**src/hdl/ugrs_pkg.sv**
```systemverilog
// Shared constants, types and helper functions for the uniform grid ray step histogram.
// Used by ugrs_arith, ugrs_cnt and uniform_grid_ray_step_histogram; depends on nothing.
package ugrs_pkg;

    // Block configuration
    localparam int MAX_STEPS    = 4096;
    localparam int NUM_OCTAVES  = 32;
    localparam int NUM_LEN_BINS = 48;
    localparam int COUNTER_BITS = 40;
    localparam int OCT_BASE     = -8;
    localparam int LEN_BASE     = -24;
    localparam int FRAC         = 24;

    // Counter layout
    localparam int IDX_RAYS   = NUM_OCTAVES;
    localparam int IDX_LEN    = 2 * NUM_OCTAVES;
    localparam int IDX_TOT    = 2 * NUM_OCTAVES + NUM_LEN_BINS;
    localparam int N_COUNTERS = IDX_TOT + 4;
    localparam int ADDR_W     = $clog2(N_COUNTERS);
    localparam int OCT_W      = $clog2(NUM_OCTAVES);
    localparam int STEP_W     = $clog2(MAX_STEPS + 1);

    // Field widths
    localparam int COORD_W    = 48;
    localparam int DIR_W      = 26;
    localparam int LEVEL_W    = 5;
    localparam int CIDX_W     = 7;
    localparam int REQ_W      = 2;
    localparam int CFG_ADDR_W = 3;
    localparam int OUT_STEP_W = 13;
    localparam int OUT_CNT_W  = 40;
    localparam int IN_TDATA_W  = 232;
    localparam int OUT_TDATA_W = 56;

    // Arithmetic unit widths
    localparam int WORD_W = 64;
    localparam int DIVN_W = WORD_W + FRAC;
    localparam int ITER_W = $clog2(DIVN_W + 1);

    localparam logic signed [WORD_W-1:0] T_SAT = 64'sh0000_7FFF_FFFF_FFFF;
    localparam logic [COUNTER_BITS-1:0]  CNT_MAX = '1;

    // Request codes
    localparam logic [REQ_W-1:0] REQ_TRACE = 2'd0;
    localparam logic [REQ_W-1:0] REQ_READ  = 2'd1;
    localparam logic [REQ_W-1:0] REQ_CLEAR = 2'd2;

    // Register indexes
    localparam logic [CFG_ADDR_W-1:0] REG_LO_X  = 3'd0;
    localparam logic [CFG_ADDR_W-1:0] REG_LO_Y  = 3'd1;
    localparam logic [CFG_ADDR_W-1:0] REG_LO_Z  = 3'd2;
    localparam logic [CFG_ADDR_W-1:0] REG_HI_X  = 3'd3;
    localparam logic [CFG_ADDR_W-1:0] REG_HI_Y  = 3'd4;
    localparam logic [CFG_ADDR_W-1:0] REG_HI_Z  = 3'd5;
    localparam logic [CFG_ADDR_W-1:0] REG_LEVEL = 3'd6;

    typedef enum logic {AR_MUL, AR_DIV} ar_op_t;

    // Command to the shared multiply/divide unit
    typedef struct packed {
        logic                start;
        ar_op_t              op;
        logic [DIVN_W-1:0]   opa;
        logic [WORD_W-1:0]   opb;
    } ar_req_t;

    // Result from the shared unit, held until the next start
    typedef struct packed {
        logic                done;
        logic [2*WORD_W-1:0] prod;
        logic [DIVN_W-1:0]   quot;
        logic [WORD_W-1:0]   rem;
    } ar_rsp_t;

    // Access to the counter store
    typedef struct packed {
        logic                    rd_en;
        logic                    wr_en;
        logic                    clear;
        logic [ADDR_W-1:0]       addr;
        logic [COUNTER_BITS-1:0] wdata;
    } cnt_req_t;

    // Position of the highest set bit, zero for zero
    function automatic logic [6:0] msb_pos(input logic [WORD_W-1:0] v);
        logic [6:0] p;
        p = '0;
        for (int i = 0; i < WORD_W; i++) begin
            if (v[i]) p = 7'(i);
        end
        return p;
    endfunction

    // Octave bin of a positive value, clamped; non-positive values land in bin 0
    function automatic logic [ADDR_W-1:0] bin_of(input logic signed [WORD_W-1:0] v,
                                                 input int base, input int n);
        int b;
        b = 0;
        if (v > 0) begin
            b = int'(msb_pos(v)) - FRAC - base;
            if (b < 0) b = 0;
            if (b >= n) b = n - 1;
        end
        return ADDR_W'(b);
    endfunction

endpackage

```
**src/hdl/ugrs_arith.sv**
```systemverilog
// Shared iterative multiply/divide unit: shift-add multiply, restoring divide.
// One add/subtract per cycle. Depends on ugrs_pkg.
module ugrs_arith (
    input  logic              clk,
    input  logic              rst_n,
    input  ugrs_pkg::ar_req_t req,
    output ugrs_pkg::ar_rsp_t rsp
);

    localparam int W = ugrs_pkg::WORD_W;
    localparam int N = ugrs_pkg::DIVN_W;

    logic                          busy_reg;
    logic                          done_reg;
    ugrs_pkg::ar_op_t              op_reg;
    logic [ugrs_pkg::ITER_W-1:0]   iter_reg;
    logic [W-1:0]                  mcand_reg;
    logic [2*W-1:0]                acc_reg;
    logic [N-1:0]                  num_reg;
    logic [W-1:0]                  rem_reg;

    logic [W:0]   add_x;
    logic [W:0]   add_y;
    logic [W+1:0] add_res;

    // The one adder: accumulate for multiply, trial subtract for divide
    always_comb
    begin
        if (op_reg == ugrs_pkg::AR_DIV)
        begin
            add_x   = {rem_reg, num_reg[N-1]};
            add_y   = {1'b0, mcand_reg};
            add_res = {1'b0, add_x} - {1'b0, add_y};
        end
        else
        begin
            add_x   = {1'b0, acc_reg[2*W-1:W]};
            add_y   = acc_reg[0] ? {1'b0, mcand_reg} : '0;
            add_res = {1'b0, add_x} + {1'b0, add_y};
        end
    end

    // Sequencing of iterations
    always_ff @(posedge clk or negedge rst_n)
    begin
        if (!rst_n)
        begin
            busy_reg <= 1'b0;
            done_reg <= 1'b0;
            op_reg   <= ugrs_pkg::AR_MUL;
            iter_reg <= '0;
        end
        else
        begin
            done_reg <= 1'b0;
            if (req.start)
            begin
                busy_reg <= 1'b1;
                op_reg   <= req.op;
                iter_reg <= (req.op == ugrs_pkg::AR_DIV) ? ugrs_pkg::ITER_W'(N)
                                                         : ugrs_pkg::ITER_W'(W);
            end
            else if (busy_reg)
            begin
                iter_reg <= iter_reg - 1'b1;
                if (iter_reg == ugrs_pkg::ITER_W'(1))
                begin
                    busy_reg <= 1'b0;
                    done_reg <= 1'b1;
                end
            end
        end
    end

    // Datapath registers
    always_ff @(posedge clk)
    begin
        if (req.start)
        begin
            if (req.op == ugrs_pkg::AR_DIV)
            begin
                mcand_reg <= req.opb;
                num_reg   <= req.opa;
                rem_reg   <= '0;
            end
            else
            begin
                mcand_reg <= req.opa[W-1:0];
                acc_reg   <= {{W{1'b0}}, req.opb};
            end
        end
        else if (busy_reg)
        begin
            if (op_reg == ugrs_pkg::AR_DIV)
            begin
                if (!add_res[W+1])
                begin
                    rem_reg <= add_res[W-1:0];
                    num_reg <= {num_reg[N-2:0], 1'b1};
                end
                else
                begin
                    rem_reg <= add_x[W-1:0];
                    num_reg <= {num_reg[N-2:0], 1'b0};
                end
            end
            else
            begin
                acc_reg <= {add_res[W:0], acc_reg[W-1:1]};
            end
        end
    end

    assign rsp.done = done_reg;
    assign rsp.prod = acc_reg;
    assign rsp.quot = num_reg;
    assign rsp.rem  = rem_reg;

endmodule

```
**config.mk**
```make
export PLATFORM = sky130hd
export DESIGN_NAME = ugrs_arith
export DESIGN_NICKNAME = d
export VERILOG_FILES = /design/src/hdl/ugrs_pkg.sv /design/src/hdl/ugrs_arith.sv
export SDC_FILE = /design/constraint.sdc
export NUM_CORES = 1
export LEC_CHECK = 0
export BUFFER_PORTS_ARGS = -buffer_cell sky130_fd_sc_hd__buf_2
export CAP_MARGIN = 20
export CORE_MARGIN = 2
export CORE_UTILIZATION = 29
export CTS_CLUSTER_DIAMETER = 100
export DETAILED_ROUTE_END_ITERATION = 7
export PLACE_DENSITY_LB_ADDON = 0.25
export SYNTH_ARGS = -nofsm -noshare
export SYNTH_HDL_FRONTEND = slang
export SYNTH_SLANG_ARGS = --single-unit
```
**constraint.sdc**
```tcl
create_clock -name clk -period 14.15 [get_ports clk]
set_input_delay 0.7075 -clock clk [delete_from_list [all_inputs] [get_ports clk]]
set_output_delay 0.7075 -clock clk [all_outputs]
set_load 0.05 [all_outputs]
```
==> results of run 1 <==
-- Yosys cell counts (13+ instances only) --
| cell type | number | area, sq um |
|---|---|---|
| nor3_1 | 27 | 135.1 |
| a21oi_1 | 192 | 960.9 |
| clkbuf_1 | 87 | 326.6 |
| nor2_1 | 172 | 645.6 |
| o22a_1 | 37 | 324.1 |
| a211oi_1 | 46 | 345.3 |
| o21bai_1 | 24 | 180.2 |
| nand4_1 | 40 | 250.2 |
| o21ai_0 | 108 | 540.5 |
| a21o_1 | 65 | 488.0 |
| xor2_1 | 53 | 464.2 |
| mux2_2 | 215 | 2421 |
| a31oi_1 | 21 | 131.4 |
| o211ai_1 | 13 | 97.59 |
| mux2i_1 | 16 | 160.2 |
| nand3_1 | 21 | 105.1 |
| and2_1 | 74 | 462.9 |
| xnor2_1 | 68 | 595.6 |
| ha_1 | 130 | 1627 |
| edfxtp_1 | 344 | 10330 |
| nand2_1 | 154 | 578.1 |
| buf_1 | 13 | 48.80 |
| inv_1 | 104 | 390.4 |
| nor2b_1 | 13 | 81.33 |
-- layout make-up --
type | count | area, sq um
diodes | 2 | 5.005
clock inverters | 30 | 284.0
well taps | 1060 | 1326
multi-input cells | 1658 | 11970
fillers | 8259 | 52110
clock buffers | 52 | 1151
flip-flops and latches | 354 | 10580
repair buffers | 451 | 2335
inverters | 105 | 394.1
-- power by group --
part | total [mW] | switching, mW | internal [mW]
logic | 2.12 | 1.48 | 0.640
registers | 1.51 | 0.144 | 1.37
clock network | 1.14 | 0.481 | 0.659
total | 4.77 | 2.11 | 2.67
-- cell families after synthesis --
logic type / after synthesis / share of synthesized area, %
AOI/OAI and AO/OA: 609 / 16.77
xor gates and xnor gates: 121 / 4.530
adders and majority gates: 132 / 7.125
buffers and inverters: 220 / 3.675
DFF: 354 / 45.23
muxes: 231 / 11.03
and+or+nand+nor: 565 / 11.63
-- timing repair --
action / 4_1_cts / 5_1_grt
hold buffers: 1 / 0
buffers inserted: 0 / 0
hold endpoints to repair: 10 / 0
-- path summary, 6_finish.rpt --
check                                         start                        end  slack [ns]  cells past startpoint
min in group asynchronous                     rst_n         done_reg$_DFF_PN0_        0.51                      2
hold reg to reg             iter_reg[6]$_DFFE_PN0N_    iter_reg[6]$_DFFE_PN0N_        0.51                      2
setup reg to reg           rem_reg[5]$_SDFFCE_PP0P_  rem_reg[11]$_SDFFCE_PP0P_        8.75                     13
hold / removal                             req[149]      num_reg[85]$_DFFE_PP_        0.42                      2
max in group asynchronous                     rst_n         op_reg$_DFFE_PN0P_       13.42                      2
setup / recovery           rem_reg[5]$_SDFFCE_PP0P_  rem_reg[11]$_SDFFCE_PP0P_        8.75                     13
-- layer usage --
layer	GRT usage, %	vias to the layer above	routed length [microns]	share of wire (%)
met5	0	-	0	0
met4	5.596	0	2251	2.5
met3	3.930	95	6026	6.7
met2	31.80	718	39600	44
met1	30.59	9652	41600	46
li1	-	9142	-	-
-- stage by stage --
| stage | power (mW) | utilization (%) | setup slack (ns) | cell area (sq um) |
|---|---|---|---|---|
| after floorplan | 2.981 | - | 4.525 | 23390 |
| after global placement | 3.620 | 33.19 | 8.782 | 26600 |
| after detailed placement | 3.617 | 33.19 | 8.731 | 26600 |
| after CTS | 4.787 | 34.99 | 8.688 | 28050 |
| after global routing | 5.018 | 34.99 | 8.474 | 28050 |
| final | 4.772 | 34.99 | 8.745 | 28050 |
==> metrics.txt, run 1 <==
placed insts 3627; leakage power 11.57 nW; Die Width 288.0 microns; max-cap viol count 0; DRC viols 0; H-tree Lvls 2; Finished Layout Cells 3712; most frequent cells in the layout buf_2, edfxtp_1, mux2_2; post-synthesis cell area 23390 sq um; setup_tns 0 ns; post-CTS sizing 0; Synth Area per Inst 10.48 sq um; Final setup viols 0; CP dominant cell by count buf_4; Crit path largest cell delay 0.81 ns; Pwr per Cell Area 170.1 nW/um^2; number of buffers added on ports 436; CP endpoint kind flop; Die Y 288.0 microns; vias in the first global route 19590; CP Class flop to flop; clock root cell clkbuf_16; Crit-path slowest cell nor3b_1; startpoint types flop; worst-path cell chain ha_1 > a21o_1 > a211oi_1 > a21oi_1 > o21ai_1 > nor3b_1 > o31a_1 > o2111a_1 > nor2_4 > buf_4 > nor2_2 > buf_4 > o22a_1; nets 2902; Global Route Usage Sum 21.03%; f_max 185.0 MHz; RD Place Congestion 0.9619; first drt pass iteration count 6; Mapped Cells 2232; clk slew on worst S/H paths 0.06 ns; Routed Antenna Nets 0; share of layout cells above drive strength 1 28.04%; gr ovfl total 0; total CTS buffers 44; first-pass GRT wire length 131000 microns; Post-synth EDFFs 344; WL/cell 24.10 microns; Hold WS 0.4189 ns; clk sinks 354; Initial DRC Count 1719; crit path buf inv count 2; Yosys cell types 77; crit share post-route 38.20%; DRT Wirelength 89470 microns; Yosys warning total 0; status complete, no violations; final hold violation count 0; vias 19610; largest net degree at the start of global routing 153; die area 82950 sq um; hold crit path type primary input to flop; max FFs per register 128; Most used DFF post-synth edfxtp_1; VDD IR max 0.00009389 V; synthesized flop and latch total 354; worst skew pair latency 0.59 ns; antenna violations before repair 3; Slew Limit Headroom 16.87%; RSZ-0062 raised after global routing false; Synth Net Count 2520; Crit path arrival time 5.85 ns; post-synthesis sequential area ratio 45.23%; Core Rows 104; max-slew violations 0; Ports 437; Post-DP HPWL 69460 microns; Max clock buf depth 3; vias per cell 5.282; Worst-Margin Slew 1.247 ns; fin crit period 5.405 ns; CP top delay family compound AO/OA/AOI/OAI gates; CP max FO 27; Required @ worst endpoint 14.59 ns; commonest non-fill, non-tap cell in the layout buf_2; Initial Util 29.18%; Synth-to-Final Area Change 19.91%; ys async rst share 2.825%; Worst Clk Skew 0.02337 ns; Placeable Area 80160 sq um; CTS tree built
No activity file was read; power rests on OpenSTA's default activity.
==> run 2, diff against run 1 <==
- clock period: 14.15 -> 4.75 ns (I/O delays scaled with it)
==> run 2 against run 1 <==
Total power grew to 3.0 times the previous value. Worst setup slack lost 8.5 ns. Combinational power grew to 3.1 times the previous value. Sequential cell count is the same. Worst hold slack lost 0.40 ns. Global-route usage grew 0.30 points. Clock skew grew 0.0027 ns. Critical path depth is the same. Design area grew 7.0%. Sequential share of layout area shrank 2.5 points. Highest routed layer unchanged. Register-to-register slack lost 8.5 ns. Via count grew 5.1%.
==> metrics.txt, run 2 (synthesized netlist as in run 1, its figures left out) <==
status complete, no violations; max-cap viol count 0 (unchanged); CP top delay family simple AND/OR/NAND/NOR gates; vias in the first global route 20410 (+4.2%); Required @ worst endpoint 5.11 ns (-9.48 ns); clock root cell clkbuf_16; worst skew pair latency 0.61 ns (+0.02 ns); f_max 224.2 MHz (+21%); first drt pass iteration count 6 (unchanged); Reg power frac 30.9% (-0.7 points); most frequent cells in the layout buf_2, edfxtp_1, mux2_2; Placeable Area 80160 sq um (unchanged); hold-critical path endpoint iter_reg[5]$_DFFE_PN0N_; Ports 437 (unchanged); CTS tree built; DRC viols 0 (unchanged); Hold WS 0.02101 ns (-0.3979 ns); RD Place Congestion 0.9240 (-3.9%); CP max FO 52 (+93%); H-tree Lvls 2 (unchanged); Global Route Usage Sum 21.34% (+0.30 points); DRT Wirelength 91730 microns (+2.5%); FF-to-FF path depth 13 (unchanged); RSZ-0062 raised after global routing false; share of layout cells above drive strength 1 27.54% (-0.49 points); crit path buf inv count 2 (unchanged); Core Rows 104 (unchanged); largest net degree at the start of global routing 169 (+10%); nets 3095 (+6.7%); clk sinks 354 (unchanged); antenna violations before repair 5 (+2); max FFs per register 128 (unchanged); clk slew on worst S/H paths 0.06 ns (about the same); RR Startpoint mcand_reg[26]$_DFFE_PP_; Pwr per Cell Area 484.8 nW/um^2 (+180%); Reg area 10580 sq um (unchanged); number of buffers added on ports 436 (unchanged); vias 20600 (+5.1%); Post-DP HPWL 70730 microns (+1.8%); hold_sp req[153]; max-slew violations 0 (unchanged); Crit path arrival time 4.82 ns (-1.03 ns); commonest non-fill, non-tap cell in the layout buf_2; Max clock buf depth 3 (unchanged); gr ovfl total 0 (unchanged); Die Y 288.0 microns (unchanged); Synth-to-Final Area Change 28.31%; setup_tns 0 ns (unchanged); first-pass GRT wire length 133300 microns (+1.8%); Net Switching 6.383 mW (+200%); total CTS buffers 44 (unchanged); fin crit period 4.461 ns (-0.9440 ns); VDD IR max 0.0002584 V (+180%); Clock Power Share 23.9% (about the same); placed insts 3662 (+0.96%); CP dominant cell by count nor3b_1; crit share post-route 93.92% (+56 points); Switching Fraction 43.87% (-0.26 points); Worst-Margin Slew 0.9556 ns (-0.2914 ns); reg2reg setup slack 0.29 ns (-8.46 ns); Comb power frac 45.2% (+0.7 points); Crit path largest cell delay 0.57 ns (-0.24 ns); Initial Util 29.18% (unchanged); Initial DRC Count 1668 (-3.0%); Worst R2R End rem_reg[32]$_SDFFCE_PP0P_; final hold violation count 0 (unchanged); Final setup viols 0 (unchanged); # fillers 8060 (-2.4%); vias per cell 5.283 (about the same); Worst Clk Skew 0.02611 ns (+0.002741 ns); die area 82950 sq um (unchanged); Finished Layout Cells 3900 (+5.1%); Crit-path slowest cell or4_1; startpoint types flop; CP endpoint kind flop; Routed Antenna Nets 0 (unchanged); WL/cell 23.52 microns (-2.4%); leakage power 12.42 nW (+7.4%); Die Width 288.0 microns (unchanged); Cells on Worst Hold Path 2 (unchanged); multi-input logic area 11980 sq um (about the same); Slew Limit Headroom 35.62% (+19 points); P_int 8.168 mW (+210%); worst-path cell chain inv_1 > ha_1 > nand2_1 > or4_1 > nor3_1 > o21ai_1 > nor3b_1 > o31a_1 > o2111a_1 > nor2_4 > buf_12 > nor3b_1 > a21o_1; hold crit path type primary input to flop; CP Class flop to flop
==> run 2: changes by cell type in the layout (fill, tap and decap cells not counted), moves of 2 or more <==
cell           delta
clkinv_1          -4
clkbuf_1          -2
clkbuf_8          -2
dlygate4sd3_1   +157
clkinvlp_4        +3
buf_4            +29
clkinv_2          -2
clkinv_4          +2
buf_12            +7
==> run 2: how the worst max path moves through the flow <==
| stage | startpoint | endpoint | slack, ns | cells after the start |
|---|---|---|---|---|
| global placement | acc_reg[0]$_DFFE_PP_ | rem_reg[62]$_SDFFCE_PP0P_ | 0.05 | 14 |
| finish | mcand_reg[26]$_DFFE_PP_ | rem_reg[32]$_SDFFCE_PP0P_ | 0.29 | 13 |
| detailed placement | acc_reg[0]$_DFFE_PP_ | rem_reg[61]$_SDFFCE_PP0P_ | 0.04 | 16 |
| global route | acc_reg[0]$_DFFE_PP_ | rem_reg[61]$_SDFFCE_PP0P_ | 0.01 | 17 |
| floorplan | op_reg$_DFFE_PN0P_ | num_reg[0]$_DFFE_PP_ | 0.63 | 4 |
| CTS | acc_reg[0]$_DFFE_PP_ | rem_reg[62]$_SDFFCE_PP0P_ | 0.03 | 14 |
==> run 2: metrics by stage <==
step	cell area [sq um]	setup WS [ns]	power, mW	util (%)
after floorplan	23410	0.6329	8.849	-
after global placement	26950	0.05279	10.91	33.62
after detailed placement	26950	0.04165	10.90	33.62
after CTS	30000	0.03133	14.56	37.43
after global routing	30010	0.01331	15.24	37.44
final	30020	0.2890	14.55	37.45
==> run 2: cell type report <==
cell class	count	area share, %
diodes	1	0.008337
clock buffers	48	3.718
clock inverters	30	1.171
inverters	105	1.313
multi-input cells	1658	39.91
flip-flops and latches	354	35.25
well taps	1060	4.419
repair buffers	644	14.21
==> run 2: power by group through the flow <==
stage	clock, mW	combinational [mW]	sequential [mW]
6_report	3.48	6.58	4.50
5_1_grt	3.66	7.03	4.55
3_3_place_gp	0	6.35	4.56
4_1_cts	3.57	6.49	4.50
2_1_floorplan	0	3.19	5.66
3_5_place_dp	0	6.34	4.56
==> run 2: routing by layer <==
metal / vias to the layer above / part of all wire (%) / GRT usage, %
li1: 9531 / - / -
met1: 10070 / 45 / 30.15
met2: 881 / 45 / 33.03
met3: 123 / 7.5 / 4.358
met4: 0 / 2.6 / 5.699
met5: - / 0 / 0
==> run 2: repair_timing <==
item                                    CTS  global route
hold buffers                            158             0
endpoints found under the setup margin    0            10
resized for setup                         0             3
hold endpoints to repair                216             0
buffers inserted                          0             1
==> run 3, diff against run 2 <==
- BUFFER_PORTS_ARGS: -buffer_cell sky130_fd_sc_hd__buf_2 -> not set
- CORE_UTILIZATION: 29 -> 45
- DONT_BUFFER_PORTS: not set -> 1
==> run 3 against run 2 <==
Die area down 35%. Worst setup slack got worse by 0.028 ns. Register-to-register slack got worse by 0.03 ns. Largest power group is now sequential cells.
==> metrics.txt, run 3 (synthesized netlist as in run 1, its figures left out) <==
Core Rows 83 (-20%); Post-DP HPWL 63050 microns (-11%); VDD IR max 0.0003125 V (+21%); clk slew on worst S/H paths 0.06 ns (about the same); Placeable Area 51410 sq um (-36%); Initial DRC Count 1939 (+16%); Worst-Margin Slew 1.126 ns (+0.1708 ns); Pwr Total 13.92 mW (-4.3%); f_max 222.7 MHz (-0.63%); vias 19730 (-4.2%); crit share post-route 94.52% (+0.60 points); gr ovfl total 0 (unchanged); share of layout cells above drive strength 1 14.09% (-13 points); CP Class flop to flop; RSZ-0062 raised after global routing false; worst-path cell chain buf_4 > buf_4 > and2_1 > ha_1 > a21oi_1 > o21ai_0 > a221oi_1 > nand2_1 > a21oi_1 > o31ai_1 > a221oi_1 > mux2i_1 > nand3_1 > a211oi_1; Worst Clk Skew 0.05212 ns (+0.02601 ns); first drt pass iteration count 6 (unchanged); Routed Antenna Nets 0 (unchanged); CP max FO 27 (-48%); largest net degree at the start of global routing 212 (+25%); die area 53820 sq um (-35%); first-pass GRT wire length 128000 microns (-4.0%); RD Place Congestion 1.002 (+8.5%); antenna violations before repair 2 (-3); max-slew violations 0 (unchanged); leakage power 10.83 nW (-13%); nets 2709 (-12%); final hold violation count 0 (unchanged); crit path buf inv count 2 (unchanged); post-CTS setup buffers 0 (unchanged); total CTS buffers 41 (-6.8%); vias per cell 6.307 (+19%); commonest non-fill, non-tap cell in the layout edfxtp_1; Ports 437 (unchanged); placed insts 2858 (-22%); Initial Util 45.51% (+16 points); Pwr per Cell Area 502.6 nW/um^2 (+3.7%); clock root cell clkbuf_16; vias in the first global route 19420 (-4.8%); Final setup viols 0 (unchanged); DRT Wirelength 87380 microns (-4.7%); Crit path largest cell delay 0.47 ns (-0.10 ns); Die Y 232 microns (-19%); startpoint types flop; Crit path arrival time 4.87 ns (+0.05 ns); Die Width 232 microns (-19%); H-tree Lvls 2 (unchanged); Required @ worst endpoint 5.13 ns (+0.02 ns); worst skew pair latency 0.59 ns (-0.02 ns); clk sinks 354 (unchanged); WL/cell 27.92 microns (+19%); Global Route Usage Sum 31.79% (+10 points); hold crit path type primary input to flop; Synth-to-Final Area Change 18.40%; DRC viols 0 (unchanged); Slew Limit Headroom 24.91% (-11 points); CP endpoint kind flop; max-cap viol count 0 (unchanged); setup_tns 0 ns (unchanged); Crit-path slowest cell a221oi_1; most frequent cells in the layout edfxtp_1, mux2_2, dlygate4sd3_1; max FFs per register 128 (unchanged); CTS tree built; Max clock buf depth 3 (unchanged); status complete, no violations; Finished Layout Cells 3129 (-20%); fin crit period 4.489 ns (+0.02849 ns); number of buffers added on ports 0 (-100%); CP top delay family compound AO/OA/AOI/OAI gates
==> run 3: cell types whose count changed in the layout (fill, tap and decap cells not counted), sizes merged <==
cell | before | now
buf | 486 | 64
dlygate4sd3 | 158 | 197
clkinv | 20 | 13
clkinvlp | 3 | 1
bufinv | 5 | 6
clkbuf | 48 | 49
inv | 107 | 106
==> run 3: final cells by class <==
cell class / instances / area [sq um]
flip-flops and latches: 354 / 10580
multi-input cells: 1658 / 11990
repair buffers: 261 / 2562
diodes: 1 / 2.502
clock inverters: 21 / 264.0
fillers: 4403 / 23710
well taps: 680 / 850.8
clock buffers: 49 / 1056
inverters: 105 / 394.1
==> run 3: worst paths after layout <==
path / startpoint / endpoint / slack [ns] / cells past startpoint
worst max register to register: acc_reg[0]$_DFFE_PP_ / rem_reg[59]$_SDFFCE_PP0P_ / 0.26 / 14
min in group asynchronous: rst_n / done_reg$_DFF_PN0_ / 0.11 / 1
worst max-delay path: acc_reg[0]$_DFFE_PP_ / rem_reg[59]$_SDFFCE_PP0P_ / 0.26 / 14
worst min register to register: iter_reg[6]$_DFFE_PN0N_ / iter_reg[6]$_DFFE_PN0N_ / 0.52 / 2
worst min-delay path: req[152] / mcand_reg[29]$_DFFE_PP_ / 0.02 / 1
max in group asynchronous: rst_n / op_reg$_DFFE_PN0P_ / 4.19 / 1
==> run 3: stage by stage <==
step | utilization, % | hold slack, ns | worst slack, ns | area, sq um
finish | 53.88 | 0.02172 | 0.2605 | 27700
global route | 53.88 | 0.008913 | 0.08822 | 27700
CTS | 53.86 | 0.0001710 | 0.2821 | 27690
detailed placement | 47.30 | -0.05768 | 0.3448 | 24310
global placement | 47.30 | -0.05771 | 0.3881 | 24310
floorplan | - | -0.05809 | 0.6329 | 23410
==> run 3: per-layer routing <==
layer  share of wire, %  global-route usage [%]  vias to the layer above
met5              0.021                       0                        -
met4                3.9                   11.18                        2
met3                9.2                   6.901                      182
met1                 42                   44.19                     9691
met2                 45                   48.94                     1109
li1                   -                       -                     8750
==> run 3: power breakdown <==
group	leakage [nW]	switching (mW)	total [mW]	internal, mW
sequential	3.53	1.54	5.62	4.08
clock	0.640	1.35	3.26	1.91
combinational	6.66	3.15	5.04	1.89
total	10.8	6.04	13.9	7.88
==> run 3: what timing repair did <==
item,in CTS,in global routing
resized for setup,0,2
hold buffers,200,0
endpoints found under the hold margin,366,0
setup endpoints to repair,0,4
==> run 3: worst register-to-register path, stage by stage (launching register included) <==
cell and delay, ns:
edfxtp_1 0.38, buf_4 0.29, buf_4 0.35, and2_1 0.18, ha_1 0.34, a21oi_1 0.34
o21ai_0 0.21, a221oi_1 0.47, nand2_1 0.15, a21oi_1 0.22, o31ai_1 0.22, a221oi_1 0.43
mux2i_1 0.31, nand3_1 0.16, a211oi_1 0.27
